`src/rtl/arfc_ram.sv`:
```
`timescale 1ns / 1ps
`default_nettype none
// ----------------------------------------------------------------------------
// arfc_ram: generic simple dual-port RAM
// One write port, one read port with registered read data.
// ----------------------------------------------------------------------------
module arfc_ram #(
  parameter int unsigned WIDTH = 64,
  parameter int unsigned DEPTH = 64
) (
  input  wire logic                     clk_i,
  input  wire logic                     we_i,
  input  wire logic [$clog2(DEPTH)-1:0] waddr_i,
  input  wire logic [WIDTH-1:0]         wdata_i,
  input  wire logic [$clog2(DEPTH)-1:0] raddr_i,
  output logic      [WIDTH-1:0]         rdata_o
);

  logic [WIDTH-1:0] mem_q [DEPTH];

  // Write port and registered read
  always_ff @(posedge clk_i) begin
    if (we_i) begin
      mem_q[waddr_i] <= wdata_i;
    end
    rdata_o <= mem_q[raddr_i];
  end

endmodule
`default_nettype wire

```
`config.mk`:
```
export PLATFORM = sky130hd
export DESIGN_NAME = arfc_ram
export DESIGN_NICKNAME = d
export VERILOG_FILES = /design/src/rtl/arfc_ram.sv
export SDC_FILE = /design/constraint.sdc
export NUM_CORES = 2
export LEC_CHECK = 0
export BUFFER_PORTS_ARGS = -buffer_cell sky130_fd_sc_hd__buf_2
export CAP_MARGIN = 5
export CORE_MARGIN = 3
export CORE_UTILIZATION = 35
export CTS_CLUSTER_DIAMETER = 200
export DETAILED_ROUTE_END_ITERATION = 8
export MAX_ROUTING_LAYER = met4
export PLACE_DENSITY = 0.59
export SYNTH_ARGS = -nofsm -noshare
export SYNTH_HDL_FRONTEND = slang
export SYNTH_SLANG_ARGS = --single-unit
export TNS_END_PERCENT = 100
```
`constraint.sdc`:
```
create_clock -name clk_i -period 8.2 [get_ports clk_i]
set_input_delay 0.41 -clock clk_i [delete_from_list [all_inputs] [get_ports clk_i]]
set_output_delay 0.41 -clock clk_i [all_outputs]
set_load 0.01 [all_outputs]
```
# == Word level (Yosys, flattened, before mapping) ==
# Memories as Yosys holds them, arrays and structs flattened. A register that Yosys moved wholly into a read port is not among the register bits.
# Index checks and enable logic that the tools add are counted.
# op_classes
addsub,0
mul,0
div,0
magnitude_cmp,0
eq_ne,0
shift,0
muxes,2
bitwise_logic,0
reduce_logical,0
# op_table
op,n
1-bit 2-to-1 mux,2
# totals
ff_bits,0
latch_bits,0
ram_bits,4096
mem_bits_ro,0
input_bits,78
output_inout_bits,64
wordCells,3
memories,1
# memory_table
name,words,width,rd,rd_clocked_by_memory_dff,wr,line,text
mem_q,64,64,1,1,1,19,logic [WIDTH-1:0] mem_q [DEPTH];

# == Logic depth before layout (Yosys ltp) ==
# logic_depth
ltp_word,2
mapped_depth,9
depth_no_buf,5

# == Worst setup path before layout ==
# No wires, ideal clock.
# synth_path
path_kind,input -> register
startpoint,input port waddr_i[3]
endpoint,"memory mem_q[48][0], enable pin"
setup_time_ps,564
arrival_time_ps,5282
t_required_ps,7636
setup_slack_ps,2354
stages,4
n_path_buf,1
cell_sequence,clkbuf_1 nor2b_1 nand4b_1 nor3_1
# synth_rtl
element,line,text
from (decl),13,"input wire logic [$clog2(DEPTH)-1:0] waddr_i,"
to (decl),19,
# Straight into the memory's write port.

==> impl_metrics.toml <==
[outcome]
status = "completed"

[worst_setup_path]
critPathArrivalTime_ps = 3990
r2r_start = "mem_q[8][48]"
cp_cell_sequence = "buf_8 -> buf_12 -> nor2_4 -> buf_4 -> buf_4 -> a22oi_1 -> and3_1 -> a211oi_1"
startpoint = "raddr_i[2]"
crit_type = "primary input to flop"
setup.worst_path.start_class = "primary input"
crit_top_cell = "buf_4"
cpPeakStageDelay_ps = 860
cpMaxStageDelayCell = "buf_4"
endpoint_kind = "flop"
crit_required_ps = 9060
critPathMaxFanout = 96

[global_routing]
grt_first_pass_wirelength_um = 621000
grtUsageTotal_pct = 20.0
grt_pass1_vias = 76000
antenna_found_initial = 60
grt_start_max_net_pins = 135
overflow = 0

[sta]
finalCritPeriodShare_pct = 38.2
tns_ps = 0
finalHoldViolCount = 0
slew_violations = 0
slew-limit-headroom_pct = 13.7
period_minus_slack_ps = 3130
max_freq_ghz = 0.320
rsz0062_at_grt = "false"
hold_ws_ps = 133
tightest_slew_ps = 1290
fin_skew_ps = 39.9
finalSetupViolations = 0

[clocking]
holdBufCountCts = 0
cts_tree = "done"
clk_pin_slew_worst_paths_ps = 60
cts_buffers = 410
cts_root_buf = "clkbuf_16"
postCtsSetupRepairBufs = 0
ctsResizeCount = 0
clock-sinks = 4160
clockBufferDepth = 4
clk-insertion-delay-late_ps = 950
htreeDepth = 5

[drt]
final_antenna_net_count = 0
route.detailed.drc = 0
drtIter0Drc = 9902
wl_per_cell_um = 33.5
drt-total-wl_um = 445000
first_pass_iters = 5
via_count = 75500
vias_per_cell = 5.67

[hold_path]
hp-start = "wdata_i[14]"
hold_class = "primary input to flop"

[yosys]
ys_seq_area_share_pct = 79.5
yosys.cell_types.count = 33
syn-num-nets = 6676
synthCells = 6598
yosys_warnings = 0
ys_ff_latch = 4160
synth_area_mm2 = 0.156
synth.avg_cell_area_um2 = 23.7

[layout]
fillers = 38400
drive_gt1_share_pct = 28.1
area_delta_synth_final_pct = 14.2
fin_nets = 7078
fin_util_pct = 40.3

[power]
ir_drop_uv = 158
total_power_mw = 44.4
power_leakage_nw = 54.8
p_per_area_mw_per_mm2 = 249

[floorplanning]
die_w_um = 674
die-area_mm2 = 0.455
coreArea_mm2 = 0.443
rows = 244
pin_count = 142
die_y_um = 674
initial_core_util_pct = 35.3

[placement]
dp.final_hpwl_um = 244000
gp_congestion = 0.788
io_buffers = 141

[run]
maxCapViolations = 0
-- cell usage after synthesis, drive strengths merged --
cell type | instances | area share, %
edfxtp | 4096 | 79
mux4 | 1024 | 15
buf | 230 | 0.80
a22oi | 168 | 0.81
clkbuf | 140 | 0.34
mux2i | 135 | 0.86
nor2 | 112 | 0.27
a22o | 88 | 0.49
o22ai | 83 | 0.33
and3 | 64 | 0.26
dfxtp | 64 | 0.82
a211oi | 63 | 0.30
nand2 | 58 | 0.14
nand3 | 45 | 0.14
o221ai | 38 | 0.21
or3 | 29 | 0.12
nor2b | 28 | 0.11
or2 | 28 | 0.11
a41oi | 26 | 0.15
a2bb2oi | 19 | 0.11
inv | 19 | 0.046
a31oi | 18 | 0.072
nand2b | 11 | 0.044
and2 | 3 | 0.012
nand3b | 2 | 0.0096
nand4 | 2 | 0.0080
nor3 | 2 | 0.0064
a31o | 1 | 0.0056
nand4b | 1 | 0.0056
or3b | 1 | 0.0056
-- final cells by class --
type	count	area (um^2)	share of cell area (%)
flip-flops and latches	4160	124000	69.6
multi-input cells	2049	30800	17.2
clock buffers	549	11100	6.24
well taps	5904	7390	4.14
repair buffers	360	2610	1.46
clock inverters	217	2180	1.22
diodes	39	97.6	0.0547
inverters	19	71.3	0.0399
-- cells in the final DEF (no fill, tap or decap), types with 56 or more instances in the layout --
cell type	count
clkbuf_16	419
dfxtp_1	64
clkinv_1	78
clkinv_2	64
and3_1	64
buf_2	138
buf_4	201
a22oi_1	168
a211oi_1	63
mux2i_1	135
a22o_1	88
edfxtp_1	4096
mux4_2	1024
nand2_1	56
nor2_4	65
o22ai_1	83
clkbuf_1	113
-- routing by layer --
metal / vias to the layer above / global-route usage [%] / wire length (um)
li1: 29400 / - / -
met1: 41700 / 26.5 / 176000
met2: 3639 / 32.1 / 220000
met3: 711 / 3.25 / 36400
met4: 0 / 5.49 / 13500
met5: - / - / 0
-- kinds of logic (layout without fill, tap and decap cells) --
family / Yosys count / after routing / share of synthesized area (%)
buf+inv: 389 / 1145 / 1.18
other cells: 0 / 39 / 0
flops: 4160 / 4160 / 79.5
compound gates: 504 / 504 / 2.48
simple gates: 386 / 386 / 1.24
mux: 1159 / 1159 / 15.6
-- worst max-delay path, delay by kind of cell --
| family | cells | cell delay (ps) |
|---|---|---|
| buf+inv | 4 | 2090 |
| simple gates | 2 | 450 |
| compound gates | 2 | 500 |
-- path summary, 6_finish.rpt --
check        slack (ps)  cells after the start            end
max reg2reg        6020                      5    rdata_o[48]
min                 130                      2  mem_q[21][14]
max                5070                      8    rdata_o[57]
min reg2reg         840                      4    rdata_o[28]
-- flip-flops by register name (all words and copies together), names as in the netlist --
name / count
mem_q: 4096
rdata_o: 64
-- where the power goes --
group          switching [mW]  internal, mW
registers               0.127          23.6
clock network            8.00          10.7
logic                    1.28         0.723
total                    9.41          35.0
-- metrics by stage --
step	cell area (um^2)	worst slack (ps)	instances
6_report	179000	5070	13300
5_1_grt	178000	4750	13300
4_1_cts	178000	5020	13300
3_5_place_dp	165000	3980	12500
3_3_place_gp	165000	4040	12500
2_1_floorplan	156000	2350	6598
No activity file was read; power rests on OpenSTA's default activity.
