[src/rtl/arfc_pkg.sv]
`timescale 1ns / 1ps
`default_nettype none
// ----------------------------------------------------------------------------
// arfc_pkg: shared types, constants and round functions
// Bit-level layers of the AND/rotate/nibble-permutation Feistel cipher, the
// key schedule step, register indexes and the engine state type.
// ----------------------------------------------------------------------------
package arfc_pkg;

  localparam int unsigned HalfW = 64;
  localparam int unsigned RcW   = 7;

  // Mask constants of the G and P layers
  localparam logic [63:0] MaskEvenBytes = 64'h00FF_00FF_00FF_00FF;
  localparam logic [63:0] MaskOddBytes  = 64'hFF00_FF00_FF00_FF00;
  localparam logic [63:0] MaskBit0      = 64'h1111_1111_1111_1111;
  localparam logic [63:0] MaskBit3      = 64'h8888_8888_8888_8888;
  localparam logic [63:0] MaskBit2      = 64'h4444_4444_4444_4444;
  localparam logic [63:0] MaskBit1      = 64'h2222_2222_2222_2222;

  // Configuration register indexes
  localparam logic [1:0] CfgKeyLow   = 2'd0;
  localparam logic [1:0] CfgKeyHigh  = 2'd1;
  localparam logic [1:0] CfgRounds   = 2'd2;
  localparam logic [1:0] CfgDecrypt  = 2'd3;

  localparam logic [RcW-1:0] RoundCountReset = 7'd54;

  typedef enum logic [1:0] {
    ENG_IDLE,
    ENG_ROUND,
    ENG_DONE
  } eng_state_e;

  // Nibble/byte permutation P
  function automatic logic [63:0] perm_p(input logic [63:0] v);
    logic [63:0] e;
    logic [63:0] o;
    e = v & MaskEvenBytes;
    o = v & MaskOddBytes;
    return {e[7:0], e[63:8]} | {o[39:0], o[63:40]};
  endfunction

  function automatic logic [63:0] layer_g0(input logic [63:0] v);
    logic [63:0] w;
    w = v ^ ((v >> 3) & (v >> 2) & MaskBit0);
    w = w ^ ((w << 3) & (w << 2) & MaskBit3);
    return w;
  endfunction

  function automatic logic [63:0] layer_g1(input logic [63:0] v);
    logic [63:0] w;
    w = v ^ ((v >> 1) & (v << 1) & MaskBit2);
    w = w ^ ((w << 1) & (w >> 1) & MaskBit1);
    return w;
  endfunction

  // Round function F(x) = P(G0(x) ^ G1(rotl(x, 4)))
  function automatic logic [63:0] round_f(input logic [63:0] x);
    return perm_p(layer_g0(x) ^ layer_g1({x[59:0], x[63:60]}));
  endfunction

  // A16x3 key schedule step: three nibble rotate-and-mix passes
  // (each pass rotates left by 60, then mixes the top nibble)
  function automatic logic [63:0] key_mix(input logic [63:0] v);
    logic [63:0] w;
    logic [3:0]  n;
    w = v;
    for (int i = 0; i < 3; i++) begin
      w = {w[3:0], w[63:4]};
      n = w[59:56];
      w[63:60] = w[63:60] ^ {n[2:0], n[3]};
      w[59]    = w[59] ^ n[0];
    end
    return w;
  endfunction

endpackage
`default_nettype wire

[src/rtl/arfc_key_exp.sv]
`timescale 1ns / 1ps
`default_nettype none
// ----------------------------------------------------------------------------
// arfc_key_exp: round key expansion sequencer
// Produces one round key per cycle by the A16x3 recurrence and writes it to
// the key RAM, in reverse address order for decryption. Runs after reset and
// after every configuration write.
// ----------------------------------------------------------------------------
module arfc_key_exp
  import arfc_pkg::*;
#(
  parameter int unsigned MAX_ROUNDS = 64
) (
  input  wire logic                               clk_i,
  input  wire logic                               rst_ni,
  input  wire logic                               start_i,
  input  wire logic [63:0]                        key_low_i,
  input  wire logic [63:0]                        key_high_i,
  input  wire logic [$clog2(MAX_ROUNDS+1)-1:0]    n_rounds_i,
  input  wire logic                               decrypt_i,
  output logic                                    busy_o,
  output logic                                    we_o,
  output logic      [$clog2(MAX_ROUNDS)-1:0]      waddr_o,
  output logic      [63:0]                        wdata_o
);

  localparam int unsigned AW = $clog2(MAX_ROUNDS);
  localparam int unsigned CW = $clog2(MAX_ROUNDS + 1);

  logic          busy_q, busy_d;
  logic [CW-1:0] idx_q, idx_d;
  logic [63:0]   kprev_q, kcur_q;
  logic [CW:0]   idx_nxt;
  logic [CW-1:0] rev_idx;

  assign idx_nxt = {1'b0, idx_q} + (CW + 1)'(1);
  assign rev_idx = n_rounds_i - idx_q - CW'(1);

  // Key value and write address for the current index
  always_comb begin
    case (idx_q)
      CW'(0):  wdata_o = key_low_i;
      CW'(1):  wdata_o = key_high_i;
      default: wdata_o = key_mix(kcur_q) ^ kprev_q ^ 64'(idx_q - CW'(1));
    endcase
    we_o    = busy_q && (idx_q < n_rounds_i);
    waddr_o = decrypt_i ? rev_idx[AW-1:0] : idx_q[AW-1:0];
  end

  // Sequencer next state
  always_comb begin
    busy_d = busy_q;
    idx_d  = idx_q;
    if (start_i) begin
      busy_d = 1'b1;
      idx_d  = '0;
    end else if (busy_q) begin
      idx_d = idx_nxt[CW-1:0];
      if (idx_nxt >= {1'b0, n_rounds_i}) begin
        busy_d = 1'b0;
      end
    end
  end

  always_ff @(posedge clk_i or negedge rst_ni) begin
    if (!rst_ni) begin
      busy_q <= 1'b1;
      idx_q  <= '0;
    end else begin
      busy_q <= busy_d;
      idx_q  <= idx_d;
    end
  end

  // Last two keys of the recurrence
  always_ff @(posedge clk_i) begin
    if (we_o && !start_i) begin
      kprev_q <= kcur_q;
      kcur_q  <= wdata_o;
    end
  end

  assign busy_o = busy_q;

endmodule
`default_nettype wire

[config.mk]
export PLATFORM = sky130hd
export DESIGN_NAME = arfc_key_exp
export DESIGN_NICKNAME = d
export VERILOG_FILES = /design/src/rtl/arfc_pkg.sv /design/src/rtl/arfc_key_exp.sv
export SDC_FILE = /design/constraint.sdc
export NUM_CORES = 1
export LEC_CHECK = 0
export BUFFER_PORTS_ARGS = -buffer_cell sky130_fd_sc_hd__buf_2
export CAP_MARGIN = 20
export CORE_ASPECT_RATIO = 1.25
export CORE_MARGIN = 2
export CORE_UTILIZATION = 45
export CTS_CLUSTER_SIZE = 10
export DETAILED_ROUTE_END_ITERATION = 8
export PLACE_DENSITY_LB_ADDON = 0.08
export SYNTH_ARGS = -nofsm -noshare
export SYNTH_HDL_FRONTEND = slang
export SYNTH_SLANG_ARGS = --single-unit
[constraint.sdc]
create_clock -name clk_i -period 28.3 [get_ports clk_i]
set_clock_uncertainty 0.15 [all_clocks]
set_input_delay 2.83 -clock clk_i [delete_from_list [all_inputs] [get_ports clk_i]]
set_output_delay 2.83 -clock clk_i [all_outputs]
set_load 0.02 [all_outputs]
# Word-level counts from Yosys, hierarchy flattened
# Cells that the tools add are included.
[classes]
n_lt_le_gt_ge = 2
reduce_logical = 5
bitwise = 8
add_sub_neg = 4
muxes = 7
n_eq_ne = 1
[ops]
columns = ["op", "count"]
rows = [
  ["64-bit case mux with 2 select lines", 1],
  ["64-bit XOR", 2],
  ["7-bit two-way mux", 2],
  ["4-bit XOR", 3],
  ["7-bit by 1-bit adder with 8-bit output (second input constant)", 1],
  ["8-bit by 7-bit greater-or-equal comparator with 1-bit output", 1],
  ["7-bit by 1-bit subtractor with 8-bit output (second input constant)", 1],
  ["7-bit by 1-bit == test with 1-bit output (second input constant)", 1],
  ["7-bit zero test", 1],
  ["7-bit less-than comparator", 1],
  ["6-bit two-way mux", 1],
  ["6-bit by 1-bit subtractor with 6-bit output (second input constant)", 1],
  ["6-bit subtractor", 1],
  ["1-bit two-way mux", 3],
  ["1-bit XOR", 3],
  ["1-bit logical AND", 2],
  ["2-bit nonzero test", 1],
  ["1-bit zero test", 1],
]
[totals]
output_inout_bits = 72
reg_bits = 136

# Depth between registers and ports, before layout
[depth]
ltp_word = 6
ltp_mapped = 9
mapped_depth_nobuf = 8

# Worst setup path before layout
# No wires, ideal clock.
[synth_timing]
path_kind = "input port to flip-flop"
startpoint = "input port n_rounds_i[1]"
endpoint = "register kcur_q[0], enable pin"
t_arrival_ns = 12.351
path_slack_ns = 15.026
path_stages = 7
required_time_ns = 27.377
path_buffers = 0
cell_sequence = "inv_1 > ha_1 > nor2b_1 > o21a_1 > o21ai_0 > a21oi_1 > nor3_1"
[synth_between]
elab_chain_len = 3
[synth_lines]
columns = ["item", "line", "rtl"]
rows = [
  ["start, declared", "arfc_key_exp.sv:19", "input wire logic [$clog2(MAX_ROUNDS+1)-1:0] n_rounds_i,"],
  ["7-bit less-than comparator", "arfc_key_exp.sv:46", "we_o = busy_q && (idx_q < n_rounds_i);"],
  ["1-bit logical AND", "arfc_key_exp.sv:46", ""],
  ["1-bit logical AND", "arfc_key_exp.sv:77", "if (we_o && !start_i) begin"],
  ["end signal, assigned", "arfc_key_exp.sv:79", "kcur_q <= wdata_o;"],
  ["end, declared", "arfc_key_exp.sv:32", "logic [63:0] kprev_q, kcur_q;"],
]
# Every way passes these cells.
# A chain may end at the register's enable or synchronous reset.

# Final worst setup path
[layout_timing]
startpoint = "input port n_rounds_i[1]"
endpoint = "output port waddr_o[5]"
[layout_between]
elab_chain_len = 3
[layout_lines]
columns = ["item", "line", "rtl"]
rows = [
  ["6-bit subtractor", "arfc_key_exp.sv:37", "assign rev_idx = n_rounds_i - idx_q - CW'(1);"],
  ["6-bit by 1-bit subtractor with 6-bit output", "arfc_key_exp.sv:37", ""],
  ["6-bit two-way mux", "arfc_key_exp.sv:47", "waddr_o = decrypt_i ? rev_idx[AW-1:0] : idx_q[AW-1:0];"],
  ["end, declared", "arfc_key_exp.sv:23", "output logic [$clog2(MAX_ROUNDS)-1:0] waddr_o,"],
]
# Every way passes these cells.

==> out/metrics.yaml <==
clk_pin_slew_ns: 0.06
ys_warn_count: 0
dr.pass1.iters: 5
cts_hold_buf: 0
synthSimpleGateAreaFrac_pct: 3.326
wl_per_cell_um: 16.81
clkLatencyLatePin_ns: 0.42
setup.worst_path.start_class: "primary input"
h-tree-depth: 4
placed_cell_area_mm2: 0.008339
crit_path_max_fanout: 3
fp.dieW_um: 116.7
hp-class: "reg -> reg"
slew_headroom_pct: 38.93
cts_sinks: 136
worst-slew-pin-transition_ns: 0.9161
clock_path_buffers: 2
vias: 5006
area_delta_synth_final_pct: 24.88
die_h_um: 144.9
grt_max_degree: 66
ys_ff_latch: 136
routed_wl_mm: 16.55
leakage_uw: 0.003542
synth.area.top_cells: "edfxtp_1 54%, xnor2_1 16%, a22oi_1 6.7%, o21ai_1 4.3%, ha_1 3.7%"
die-area_mm2: 0.01691
root_buffer: "clkbuf_16"
crit_slowest_cell: "or4_1"
final_area_mm2: 0.008925
period_share_pct: 26.83
num_antenna_cells: 0
synth_compound_area_share_pct: 13.60
arrival_ns: 4.61
yosys-top-cells-count: "134 x xnor2_1, 128 x edfxtp_1, 64 x a22oi_1"
hold_viol: 0
synth_area_mm2: 0.007147
gr-total-overflow: 0
total_power_uw: 861.5
track_usage_pct: 19.99
cts_tree: "built"
place_congestion: 0.7872
synth-async-reset-ratio_pct: 5.882
max_freq_mhz: 131.7
synth_edf_count: 128
cpPeakStageDelay_ns: 0.49
crit_chain: "buf_2 > inv_1 > ha_1 > a21o_1 > a21o_1 > a21oi_1 > nor3_1 > or4_1 > buf_2"
rsz0062_at_grt: "false"
cts_buffers: 17
core_mm2: 0.01557
critical-path-top-delay-family: "simple AND/OR/NAND/NOR gates"
io_pins: 211
yosysTopAreaCell: "edfxtp_1"
drt-initial-drc-count: 274
post-route-min-period_ns: 7.592
post-route-drc-count: 0
ctsResizeCount: 0
worstPathRequired_ns: 25.32
drive_gt1_share_pct: 32.64
netlist_instances: 558
nFillCells: 1399
synthXorXnorAreaFrac_pct: 19.22
yosysMostFrequentCell: "xnor2_1"
avgSynthCellArea_um2: 12.81
synthAdderAreaFrac_pct: 3.957
initial_core_util_pct: 45.90
grt_antenna_before_repair: 0
yosysUniqueCellTypes: 40
tns_ns: 0
ys_seq_area_share_pct: 56.60
muxShareOfSynthArea_pct: 0.1401
syn_nets: 719
irDropWorstVdd_v: 0.00004327
setup_viol: 0
worstSetupPathType: "in -> out"
cts_setup_buffers: 0
cap_violations: 0
rows: 51
p_per_area_mw_per_mm2: 96.52
grt_pass1_vias: 5002
status: "finished clean"
grt_pass1_wl_mm: 25.63
synth_top_family_by_area: "XOR/XNOR gates"
via_per_inst: 5.087
ant_nets: 0
final_nets: 920
end_kind: "primary output"
dp_hpwl_mm: 11.59
synth_top_area_share_pct: 53.78
crit_buf_inv: 3
drv_slew: 0
portBuffers: 210
ys.flop_type: "edfxtp_1"
==> cell type report <==
class	count	area [µm²]	share of cell area (%)
Inverter	13	48.80	0.5468
Clock buffer	18	429.2	4.809
Timing Repair Buffer	215	1089	12.20
Sequential cell	136	4045	45.32
Multi-Input combinational cell	376	2892	32.40
Tap cell	212	265.3	2.972
Clock inverter	14	156.4	1.752
==> through the flow <==
| stage | util (%) | cells | hold WS (ns) | worst slack [ns] |
|---|---|---|---|---|
| global placement | 53.56 | 952 | 0.2858 | 20.75 |
| detailed placement | 53.56 | 952 | 0.3002 | 20.72 |
| global route | 57.32 | 984 | 0.3348 | 20.60 |
| finish | 57.32 | 984 | 0.3160 | 20.71 |
| CTS | 57.32 | 984 | 0.3178 | 20.71 |
| floorplan | - | 558 | 0.2783 | 15.03 |
==> power breakdown <==
part	leakage, µW	switching [µW]	internal (µW)
clock	0.000284	81.4	137
sequential	0.00136	27.0	282
combinational	0.00190	197	137
total	0.00354	306	556
==> layer usage <==
| layer | track usage [%] | vias up | wire length (µm) |
|---|---|---|---|
| met2 | 33.50 | 158 | 8399 |
| met1 | 25.66 | 2389 | 7077 |
| li1 | - | 2445 | - |
| met4 | 5.588 | 0 | 190 |
| met5 | 0 | - | 0 |
| met3 | 4.804 | 14 | 878 |
==> registers in the layout, summed over array words and instances (netlist names) <==
register,cells
kcur_q,64
busy_o,1
idx_q,7
kprev_q,64
==> placed cells by master (no fill, tap or decap), drive strengths merged, types with 8 or more instances in the layout <==
cell and count:
buf 215, xnor2 136, edfxtp 128, o21ai 72, a22oi 64, ha 21
clkbuf 18, xor2 14, inv 14, nand2 14, nor2 11, clkinv 8
==> worst register-to-register path: cells and delay by family (launching register included) <==
| family | cells | cell delay [ns] |
|---|---|---|
| buf+inv | 3 | 1.65 |
| flops | 1 | 0.53 |
| fa+ha+maj | 1 | 0.23 |
| simple gates | 2 | 0.24 |
| compound gates | 3 | 0.49 |
==> worst paths after layout <==
| path | from | end | slack [ns] | cells after the start |
|---|---|---|---|---|
| worst max register to register | idx_q[0]$_DFFE_PN0P_ | kcur_q[46]$_DFFE_PP_ | 24.58 | 9 |
| worst min register to register | kcur_q[6]$_DFFE_PP_ | kprev_q[6]$_DFFE_PP_ | 0.32 | 0 |
| max in group asynchronous | rst_ni | busy_o$_DFF_PN1_ | 25.68 | 1 |
| worst min-delay path | kcur_q[6]$_DFFE_PP_ | kprev_q[6]$_DFFE_PP_ | 0.32 | 0 |
| min in group asynchronous | rst_ni | idx_q[5]$_DFFE_PN0P_ | 2.09 | 1 |
| worst max-delay path | n_rounds_i[1] | waddr_o[5] | 20.71 | 9 |
==> kinds of logic (layout without fill, tap and decap cells) <==
family	after synthesis	in the layout
AOI/OAI and AO/OA	155	155
xor gates and xnor gates	152	152
DFF	136	136
and+or+nand+nor	46	46
buffers and inverters	46	260
adders and majority gates	22	22
muxes	1	1
Note: power is estimated with default switching activity, not from simulation.
