==> src/rtl/arfc_pkg.sv <==
`timescale 1ns / 1ps
`default_nettype none
// ----------------------------------------------------------------------------
// arfc_pkg: shared types, constants and round functions
// Bit-level layers of the AND/rotate/nibble-permutation Feistel cipher, the
// key schedule step, register indexes and the engine state type.
// ----------------------------------------------------------------------------
package arfc_pkg;

  localparam int unsigned HalfW = 64;
  localparam int unsigned RcW   = 7;

  // Mask constants of the G and P layers
  localparam logic [63:0] MaskEvenBytes = 64'h00FF_00FF_00FF_00FF;
  localparam logic [63:0] MaskOddBytes  = 64'hFF00_FF00_FF00_FF00;
  localparam logic [63:0] MaskBit0      = 64'h1111_1111_1111_1111;
  localparam logic [63:0] MaskBit3      = 64'h8888_8888_8888_8888;
  localparam logic [63:0] MaskBit2      = 64'h4444_4444_4444_4444;
  localparam logic [63:0] MaskBit1      = 64'h2222_2222_2222_2222;

  // Configuration register indexes
  localparam logic [1:0] CfgKeyLow   = 2'd0;
  localparam logic [1:0] CfgKeyHigh  = 2'd1;
  localparam logic [1:0] CfgRounds   = 2'd2;
  localparam logic [1:0] CfgDecrypt  = 2'd3;

  localparam logic [RcW-1:0] RoundCountReset = 7'd54;

  typedef enum logic [1:0] {
    ENG_IDLE,
    ENG_ROUND,
    ENG_DONE
  } eng_state_e;

  // Nibble/byte permutation P
  function automatic logic [63:0] perm_p(input logic [63:0] v);
    logic [63:0] e;
    logic [63:0] o;
    e = v & MaskEvenBytes;
    o = v & MaskOddBytes;
    return {e[7:0], e[63:8]} | {o[39:0], o[63:40]};
  endfunction

  function automatic logic [63:0] layer_g0(input logic [63:0] v);
    logic [63:0] w;
    w = v ^ ((v >> 3) & (v >> 2) & MaskBit0);
    w = w ^ ((w << 3) & (w << 2) & MaskBit3);
    return w;
  endfunction

  function automatic logic [63:0] layer_g1(input logic [63:0] v);
    logic [63:0] w;
    w = v ^ ((v >> 1) & (v << 1) & MaskBit2);
    w = w ^ ((w << 1) & (w >> 1) & MaskBit1);
    return w;
  endfunction

  // Round function F(x) = P(G0(x) ^ G1(rotl(x, 4)))
  function automatic logic [63:0] round_f(input logic [63:0] x);
    return perm_p(layer_g0(x) ^ layer_g1({x[59:0], x[63:60]}));
  endfunction

  // A16x3 key schedule step: three nibble rotate-and-mix passes
  // (each pass rotates left by 60, then mixes the top nibble)
  function automatic logic [63:0] key_mix(input logic [63:0] v);
    logic [63:0] w;
    logic [3:0]  n;
    w = v;
    for (int i = 0; i < 3; i++) begin
      w = {w[3:0], w[63:4]};
      n = w[59:56];
      w[63:60] = w[63:60] ^ {n[2:0], n[3]};
      w[59]    = w[59] ^ n[0];
    end
    return w;
  endfunction

endpackage
`default_nettype wire

==> src/rtl/arfc_round_eng.sv <==
`timescale 1ns / 1ps
`default_nettype none
// ----------------------------------------------------------------------------
// arfc_round_eng: iterative Feistel round engine
// One shared round unit applied once per cycle under a small sequencer,
// reading each round key from RAM ahead of its use; result goes to an output
// register so the next block can be taken while it waits.
// ----------------------------------------------------------------------------
module arfc_round_eng
  import arfc_pkg::*;
#(
  parameter int unsigned MAX_ROUNDS = 64
) (
  input  wire logic                             clk_i,
  input  wire logic                             rst_ni,
  input  wire logic                             in_valid_i,
  output logic                                  in_ready_o,
  input  wire logic [63:0]                      block_high_i,
  input  wire logic [63:0]                      block_low_i,
  input  wire logic                             keys_busy_i,
  input  wire logic [$clog2(MAX_ROUNDS+1)-1:0]  n_rounds_i,
  output logic      [$clog2(MAX_ROUNDS)-1:0]    key_raddr_o,
  input  wire logic [63:0]                      key_rdata_i,
  output logic                                  out_valid_o,
  input  wire logic                             out_ready_i,
  output logic      [63:0]                      result_high_o,
  output logic      [63:0]                      result_low_o
);

  localparam int unsigned AW = $clog2(MAX_ROUNDS);
  localparam int unsigned CW = $clog2(MAX_ROUNDS + 1);

  eng_state_e    state_q, state_d;
  logic [AW-1:0] rnd_q, rnd_d;
  logic          out_valid_q, out_valid_d;
  logic [63:0]   left_q, right_q;
  logic [63:0]   res_high_q, res_low_q;
  logic          accept;
  logic          last_round;
  logic          out_free;
  logic          out_load;
  logic [63:0]   round_out;

  // Shared round unit
  assign round_out = right_q ^ round_f(left_q) ^ key_rdata_i;

  assign in_ready_o = (state_q == ENG_IDLE) && !keys_busy_i;
  assign accept     = in_valid_i && in_ready_o;
  assign last_round = ((CW'(rnd_q) + CW'(1)) == n_rounds_i);
  assign out_free   = !out_valid_q || out_ready_i;
  assign out_load   = (state_q == ENG_DONE) && out_free;

  // Sequencer
  always_comb begin
    state_d     = state_q;
    rnd_d       = rnd_q;
    key_raddr_o = '0;
    case (state_q)
      ENG_IDLE: begin
        rnd_d = '0;
        if (accept) begin
          state_d = (n_rounds_i == '0) ? ENG_DONE : ENG_ROUND;
        end
      end
      ENG_ROUND: begin
        rnd_d       = rnd_q + AW'(1);
        key_raddr_o = rnd_q + AW'(1);
        if (last_round) begin
          state_d = ENG_DONE;
        end
      end
      ENG_DONE: begin
        if (out_free) begin
          state_d = ENG_IDLE;
        end
      end
      default: state_d = ENG_IDLE;
    endcase
  end

  // Output valid flag
  always_comb begin
    out_valid_d = out_valid_q;
    if (out_load) begin
      out_valid_d = 1'b1;
    end else if (out_ready_i) begin
      out_valid_d = 1'b0;
    end
  end

  always_ff @(posedge clk_i or negedge rst_ni) begin
    if (!rst_ni) begin
      state_q     <= ENG_IDLE;
      rnd_q       <= '0;
      out_valid_q <= 1'b0;
    end else begin
      state_q     <= state_d;
      rnd_q       <= rnd_d;
      out_valid_q <= out_valid_d;
    end
  end

  // Feistel halves and result register
  always_ff @(posedge clk_i) begin
    if (accept) begin
      left_q  <= block_high_i;
      right_q <= block_low_i;
    end else if (state_q == ENG_ROUND) begin
      left_q  <= round_out;
      right_q <= left_q;
    end
    if (out_load) begin
      res_high_q <= right_q;
      res_low_q  <= left_q;
    end
  end

  assign out_valid_o   = out_valid_q;
  assign result_high_o = res_high_q;
  assign result_low_o  = res_low_q;

endmodule
`default_nettype wire
==> config.mk <==
export PLATFORM = sky130hd
export DESIGN_NAME = arfc_round_eng
export DESIGN_NICKNAME = d
export VERILOG_FILES = /design/src/rtl/arfc_pkg.sv /design/src/rtl/arfc_round_eng.sv
export SDC_FILE = /design/constraint.sdc
export NUM_CORES = 1
export LEC_CHECK = 0
export BUFFER_PORTS_ARGS = -buffer_cell sky130_fd_sc_hd__buf_2
export CAP_MARGIN = 20
export CORE_MARGIN = 2
export CORE_UTILIZATION = 49
export CTS_BUF_LIST = sky130_fd_sc_hd__clkbuf_4
export DETAILED_ROUTE_END_ITERATION = 16
export PLACE_DENSITY_LB_ADDON = 0.15
export SLEW_MARGIN = 20
export SYNTH_ARGS = -nofsm -noshare
export SYNTH_HDL_FRONTEND = slang
export SYNTH_SLANG_ARGS = --single-unit
==> constraint.sdc <==
create_clock -name clk_i -period 7 [get_ports clk_i]
set_clock_uncertainty 0.15 [all_clocks]
set_input_delay 1.05 -clock clk_i [delete_from_list [all_inputs] [get_ports clk_i]]
set_output_delay 1.05 -clock clk_i [all_outputs]
set_load 0.005 [all_outputs]
* Yosys cells after proc, flatten, opt, wreduce, memory -nomap -nowiden
Cells that the tools add are included.
W data, S select, Z words.
** Word-level totals
- Flip-flop bits (word level) :: 265
- Input port bits :: 204
- Output and inout bits :: 136
- Word-level logic and storage cells :: 52
** Operators by class
- $add $sub $neg :: 2
- Equal/unequal tests :: 6
- Muxes and demuxes :: 13
- Bitwise logic cells :: 12
- Reduce and logical (&&, ||, !) cells :: 12
** Operator list (count)
- $mux W64 :: 4
- $xor A64 B64 Y64 :: 4
- $and A64 B64 Y64 :: 1
- $or A64 B56 Y64 :: 1
- $xor A64 B61 Y64 :: 1
- $xor A64 B62 Y64 :: 1
- $xor A64 B63 Y64 :: 1
- $and A63 B63 Y63 :: 1
- $and A62 B62 Y62 :: 1
- $and A61 B61 Y61 :: 1
- $pmux W6 S2 :: 1
- $mux W2 :: 4
- $add A6 B1 Y7 const B :: 1
- $eq A7 B7 Y1 :: 1
- $logic_not A7 Y1 :: 1
- $add A6 B1 Y6 const B :: 1
- $mux W6 :: 1
- $ne A2 B2 Y1 const B :: 3
- $pmux W2 S3 :: 1
- $reduce_bool A2 Y1 :: 3
- $logic_and A1 B1 Y1 :: 3
- $reduce_and A3 Y1 :: 1
- $eq A2 B1 Y1 const B :: 1
- $eq A2 B2 Y1 const B :: 1
- 4 further kinds :: 6

* Depth between registers and ports, before layout
- Depth in word-level cells :: 10
- Gate-level depth with buffers :: 8
- Gate-level depth less buffers :: 6

* Least setup slack after synthesis
OpenSTA, ideal clock, no wires.
- Kind :: input-to-reg
- Start :: in out_ready_i
- End :: reg res_high_q[0] (netlist: result_high_o[0]) (enable)
- Setup time :: 0.658 ns
- Arrival :: 7.264 ns
- Data required time :: 6.192 ns
- Slack :: -1.072 ns
- Cell stages on the path :: 2
- Path buffers :: 0
- Cells stage by stage :: inv_1 a21oi_1
** Between the ends
- Word-level cells in the longest chain between the ends :: 2
** RTL lines
- start, declared :: line arfc_round_eng.sv:25 : input wire logic out_ready_i,
- $logic_or A1 B1 Y1 :: line arfc_round_eng.sv:50 : assign out_free = !out_valid_q || out_ready_i;
- $logic_and A1 B1 Y1 :: line arfc_round_eng.sv:51 : assign out_load = (state_q == ENG_DONE) && out_free;
- via out_load :: line arfc_round_eng.sv:41 : logic out_load;
- end signal, assigned :: line arfc_round_eng.sv:113 : res_high_q <= right_q;
- end, declared :: line arfc_round_eng.sv:37 : logic [63:0] res_high_q, res_low_q;
The timed path passes the listed nets, and every way through them passes these cells.
A chain may end at the register's enable or synchronous reset.

* Worst setup path in the final report
- Start :: reg state_q[1]
- End :: reg left_q[9] (enable)
** Between the ends
- Word-level cells in the longest chain between the ends :: 4
- Elaborated cells between the ends (all ways) :: 5
- Classes of those cells :: eq/ne (1); reduce/logical (4)
** RTL lines
- start, declared :: line arfc_round_eng.sv:33 : eng_state_e state_q, state_d;
- start signal, assigned :: line arfc_round_eng.sv:97 : state_q <= state_d;
- $logic_not A2 Y1 :: line arfc_round_eng.sv:47 : assign in_ready_o = (state_q == ENG_IDLE) && !keys_busy_i;
- $logic_and A1 B1 Y1 :: line arfc_round_eng.sv:47
- $logic_and A1 B1 Y1 :: line arfc_round_eng.sv:48 : assign accept = in_valid_i && in_ready_o;
- $reduce_bool A2 Y1 (no line) (*)
- end signal, assigned :: line arfc_round_eng.sv:106 : left_q <= block_high_i;
- end signal, assigned :: line arfc_round_eng.sv:109 : left_q <= round_out;
- end, declared :: line arfc_round_eng.sv:36 : logic [63:0] left_q, right_q;
Every way passes the cells marked *; elsewhere a longest branch is shown, timed or not.

==> results.sh <==
export IMPL_outcome="finished clean"
export IMPL_end_kind="register"
export IMPL_wl_per_cell_um=19.1
export IMPL_critPathMaxFanout=60
export IMPL_grt_overflow_total=0
export IMPL_htreeDepth=3
export IMPL_grt_pass1_wl_um=48000
export IMPL_numCtsBuffers=72
export IMPL_cts_root_buf="clkbuf_4"
export IMPL_slew_viol_final=0
export IMPL_p_per_area_nw_per_um2=501
export IMPL_cts_sinks=265
export IMPL_worstSetupPathType="register to register"
export IMPL_clk_pin_slew_worst_paths_ps=70
export IMPL_relSlewSlack=0.320
export IMPL_wirelength_um=32200
export IMPL_tns_ps=0
export IMPL_syn_area_um2=12400
export IMPL_start_kind="register"
export IMPL_synth_fp_nets=1120
export IMPL_grt_pass1_vias=8594
export IMPL_ant_nets=0
export IMPL_cts_setup_buffers=0
export IMPL_post_route_util=0.608
export IMPL_yosysWarningCount=0
export IMPL_leakagePower_nw=5.87
export IMPL_gp_congestion=0.798
export IMPL_fin_crit_ps=3320
export IMPL_grt_setup_unrepaired="no"
export IMPL_cts_max_path_buffers=3
export IMPL_fill_cells=2172
export IMPL_final_hold_violation_count=0
export IMPL_max_clock_freq_mhz=302
export IMPL_fin_crit_sh=0.474
export IMPL_drive_gt1_frac=0.370
export IMPL_coreArea_um2=25000
export IMPL_clock_latency_ps=650
export IMPL_cts_tree="done"
export IMPL_area_growth_pct=23.0
export IMPL_netlist_instances=915
export IMPL_num_io_pins=340
export IMPL_yosysUniqueCellTypes=33
export IMPL_synth_seq_cells=265
export IMPL_routed_via_density=5.07
export IMPL_finalSetupViolCount=0
export IMPL_worstPathArrival_ps=3420
export IMPL_crit_required_ps=7110
export IMPL_start_util=0.495
export IMPL_grtUsageTotal=0.242
export IMPL_irDropWorstVdd_v=0.000201
export IMPL_io_buffer_count=339
export IMPL_first_pass_iters=5
export IMPL_cap_viol_max_count=0
export IMPL_syn_avg_cell_area_um2=13.5
export IMPL_hpwlAfterDp_um=22700
export IMPL_num_vias=8564
export IMPL_cts_hold_buffers_added=0
export IMPL_cts_resized_gates=0
export IMPL_dieHeight_um=163
export IMPL_grt_max_degree=72
export IMPL_hp_class="primary input to async pin"
export IMPL_die_area_um2=26500
export IMPL_rows=58
export IMPL_die_w_um=163
export IMPL_ys_seq_area_frac=0.641
export IMPL_drc_errors=0
export IMPL_antenna_found_initial=11
export IMPL_drt_initial_drc_count=591
export IMPL_final_net_count=1511
export IMPL_tightest_slew_ps=1020
## per-layer routing
| metal | up-vias | share of wire | global-route usage |
|---|---|---|---|
| li1 | 4070 | - | - |
| met1 | 4033 | 0.42 | 0.319 |
| met2 | 390 | 0.46 | 0.374 |
| met3 | 61 | 0.093 | 0.0774 |
| met4 | 10 | 0.025 | 0.0913 |
| met5 | - | 0.0019 | 0 |
## power by group
group	switching [mW]	internal, mW	total, mW
Clock	0.633	0.632	1.27
Sequential	0.685	2.68	3.36
Combinational	1.37	1.61	2.98
## through the flow
stage / setup WS [ps] / cell area [um2] / std cells / power (mW) / hold slack [ps]
after floorplan: 1810 / 12400 / 915 / 5.61 / 274
after global placement: 2810 / 14400 / 1562 / 6.28 / 300
after detailed placement: 2760 / 14400 / 1562 / 6.37 / 306
after CTS: 3320 / 15200 / 1683 / 7.66 / 44.3
after global routing: 3450 / 15200 / 1687 / 8.18 / 46.2
final: 3680 / 15200 / 1689 / 7.60 / 87.9
## cells in the mapped netlist
library cell | number | area, um2
o31ai_1 | 1 | 7.51
nor4_2 | 1 | 12.5
nor2b_1 | 1 | 6.26
o32a_1 | 1 | 10.0
nand2_1 | 93 | 349
a311o_1 | 1 | 10.0
and2_1 | 1 | 6.26
a31oi_1 | 1 | 6.26
edfxtp_1 | 256 | 7690
dfrtp_1 | 9 | 225
xor2_1 | 47 | 412
nor3_1 | 2 | 10.0
a21o_2 | 1 | 8.76
nand3_1 | 4 | 20.0
ha_1 | 1 | 12.5
nor4_1 | 1 | 6.26
mux2_2 | 45 | 507
a21o_1 | 5 | 37.5
nor2_1 | 33 | 124
buf_2 | 4 | 20.0
and3_1 | 1 | 6.26
nand2b_1 | 13 | 81.3
buf_6 | 9 | 101
xnor2_1 | 201 | 1760
inv_1 | 22 | 82.6
a22oi_1 | 19 | 143
clkbuf_1 | 11 | 41.3
and3_2 | 1 | 7.51
buf_1 | 3 | 11.3
a32oi_1 | 1 | 8.76
a21oi_1 | 29 | 145
o21ai_0 | 96 | 480
clkbuf_2 | 1 | 5.00
## worst paths after layout
kind                       slack (ps)   startpoint  cells after the start           endpoint
min in group clk_i                300  right_q[47]                      0  result_high_o[47]
min                                90       rst_ni                      1           rnd_q[1]
min reg2reg                       300  right_q[47]                      0  result_high_o[47]
max                              3680   state_q[1]                      4          left_q[9]
max reg2reg                      3680   state_q[1]                      4          left_q[9]
max in group asynchronous        6420       rst_ni                      1           rnd_q[4]
## layout by cell type, fill, tap and decap left out, types with 2 or more instances in the layout
cell type  count
edfxtp_1     256
buf_2        339
clkbuf_4      95
dfrtp_1        9
buf_4          6
nand2b_1      13
mux2_2        45
a22oi_1       19
a21o_1         5
diode_2        6
nand2_1       91
nand3_1        4
clkinv_2       5
nor3_1         2
inv_2          3
nand2_4        2
xnor2_1      201
a21oi_1       28
nor2_1        33
inv_1         22
xor2_1        47
clkinv_1      18
o21ai_0       96
## critical path: stages (launching register included)
cell,delay (ps)
dfrtp_1,490
nor3_1,440
nand2_4,460
nand2_4,560
buf_4,730
## state kept, by name, indices dropped and copies added (netlist names)
name           flops
result_high_o     64
result_low_o      64
left_q            64
right_q           64
state_q            2
rnd_q              6
out_valid_o        1
## layout make-up
class / count / area [um2] / share of cell area
flip-flops and latches: 265 / 7910 / 0.521
repair buffers: 345 / 1740 / 0.115
well taps: 330 / 413 / 0.0272
diodes: 6 / 15.0 / 0.000989
clock buffers: 95 / 713 / 0.0470
inverters: 22 / 82.6 / 0.00544
multi-input cells: 600 / 4210 / 0.277
clock inverters: 26 / 104 / 0.00684
## cells by family (layout without fill, tap and decap cells)
kind of cell | Yosys count | after routing | synth area share
other | 0 | 6 | 0
buffers and inverters | 50 | 488 | 0.0212
AND/OR/NAND/NOR | 151 | 151 | 0.0510
XOR/XNOR | 248 | 248 | 0.176
adder cells (fa/ha/maj) | 1 | 1 | 0.00101
AO/OA/AOI/OAI | 155 | 155 | 0.0694
multiplexers | 45 | 45 | 0.0410
flip-flops | 265 | 265 | 0.641
Note: power is estimated with default switching activity, not from simulation.
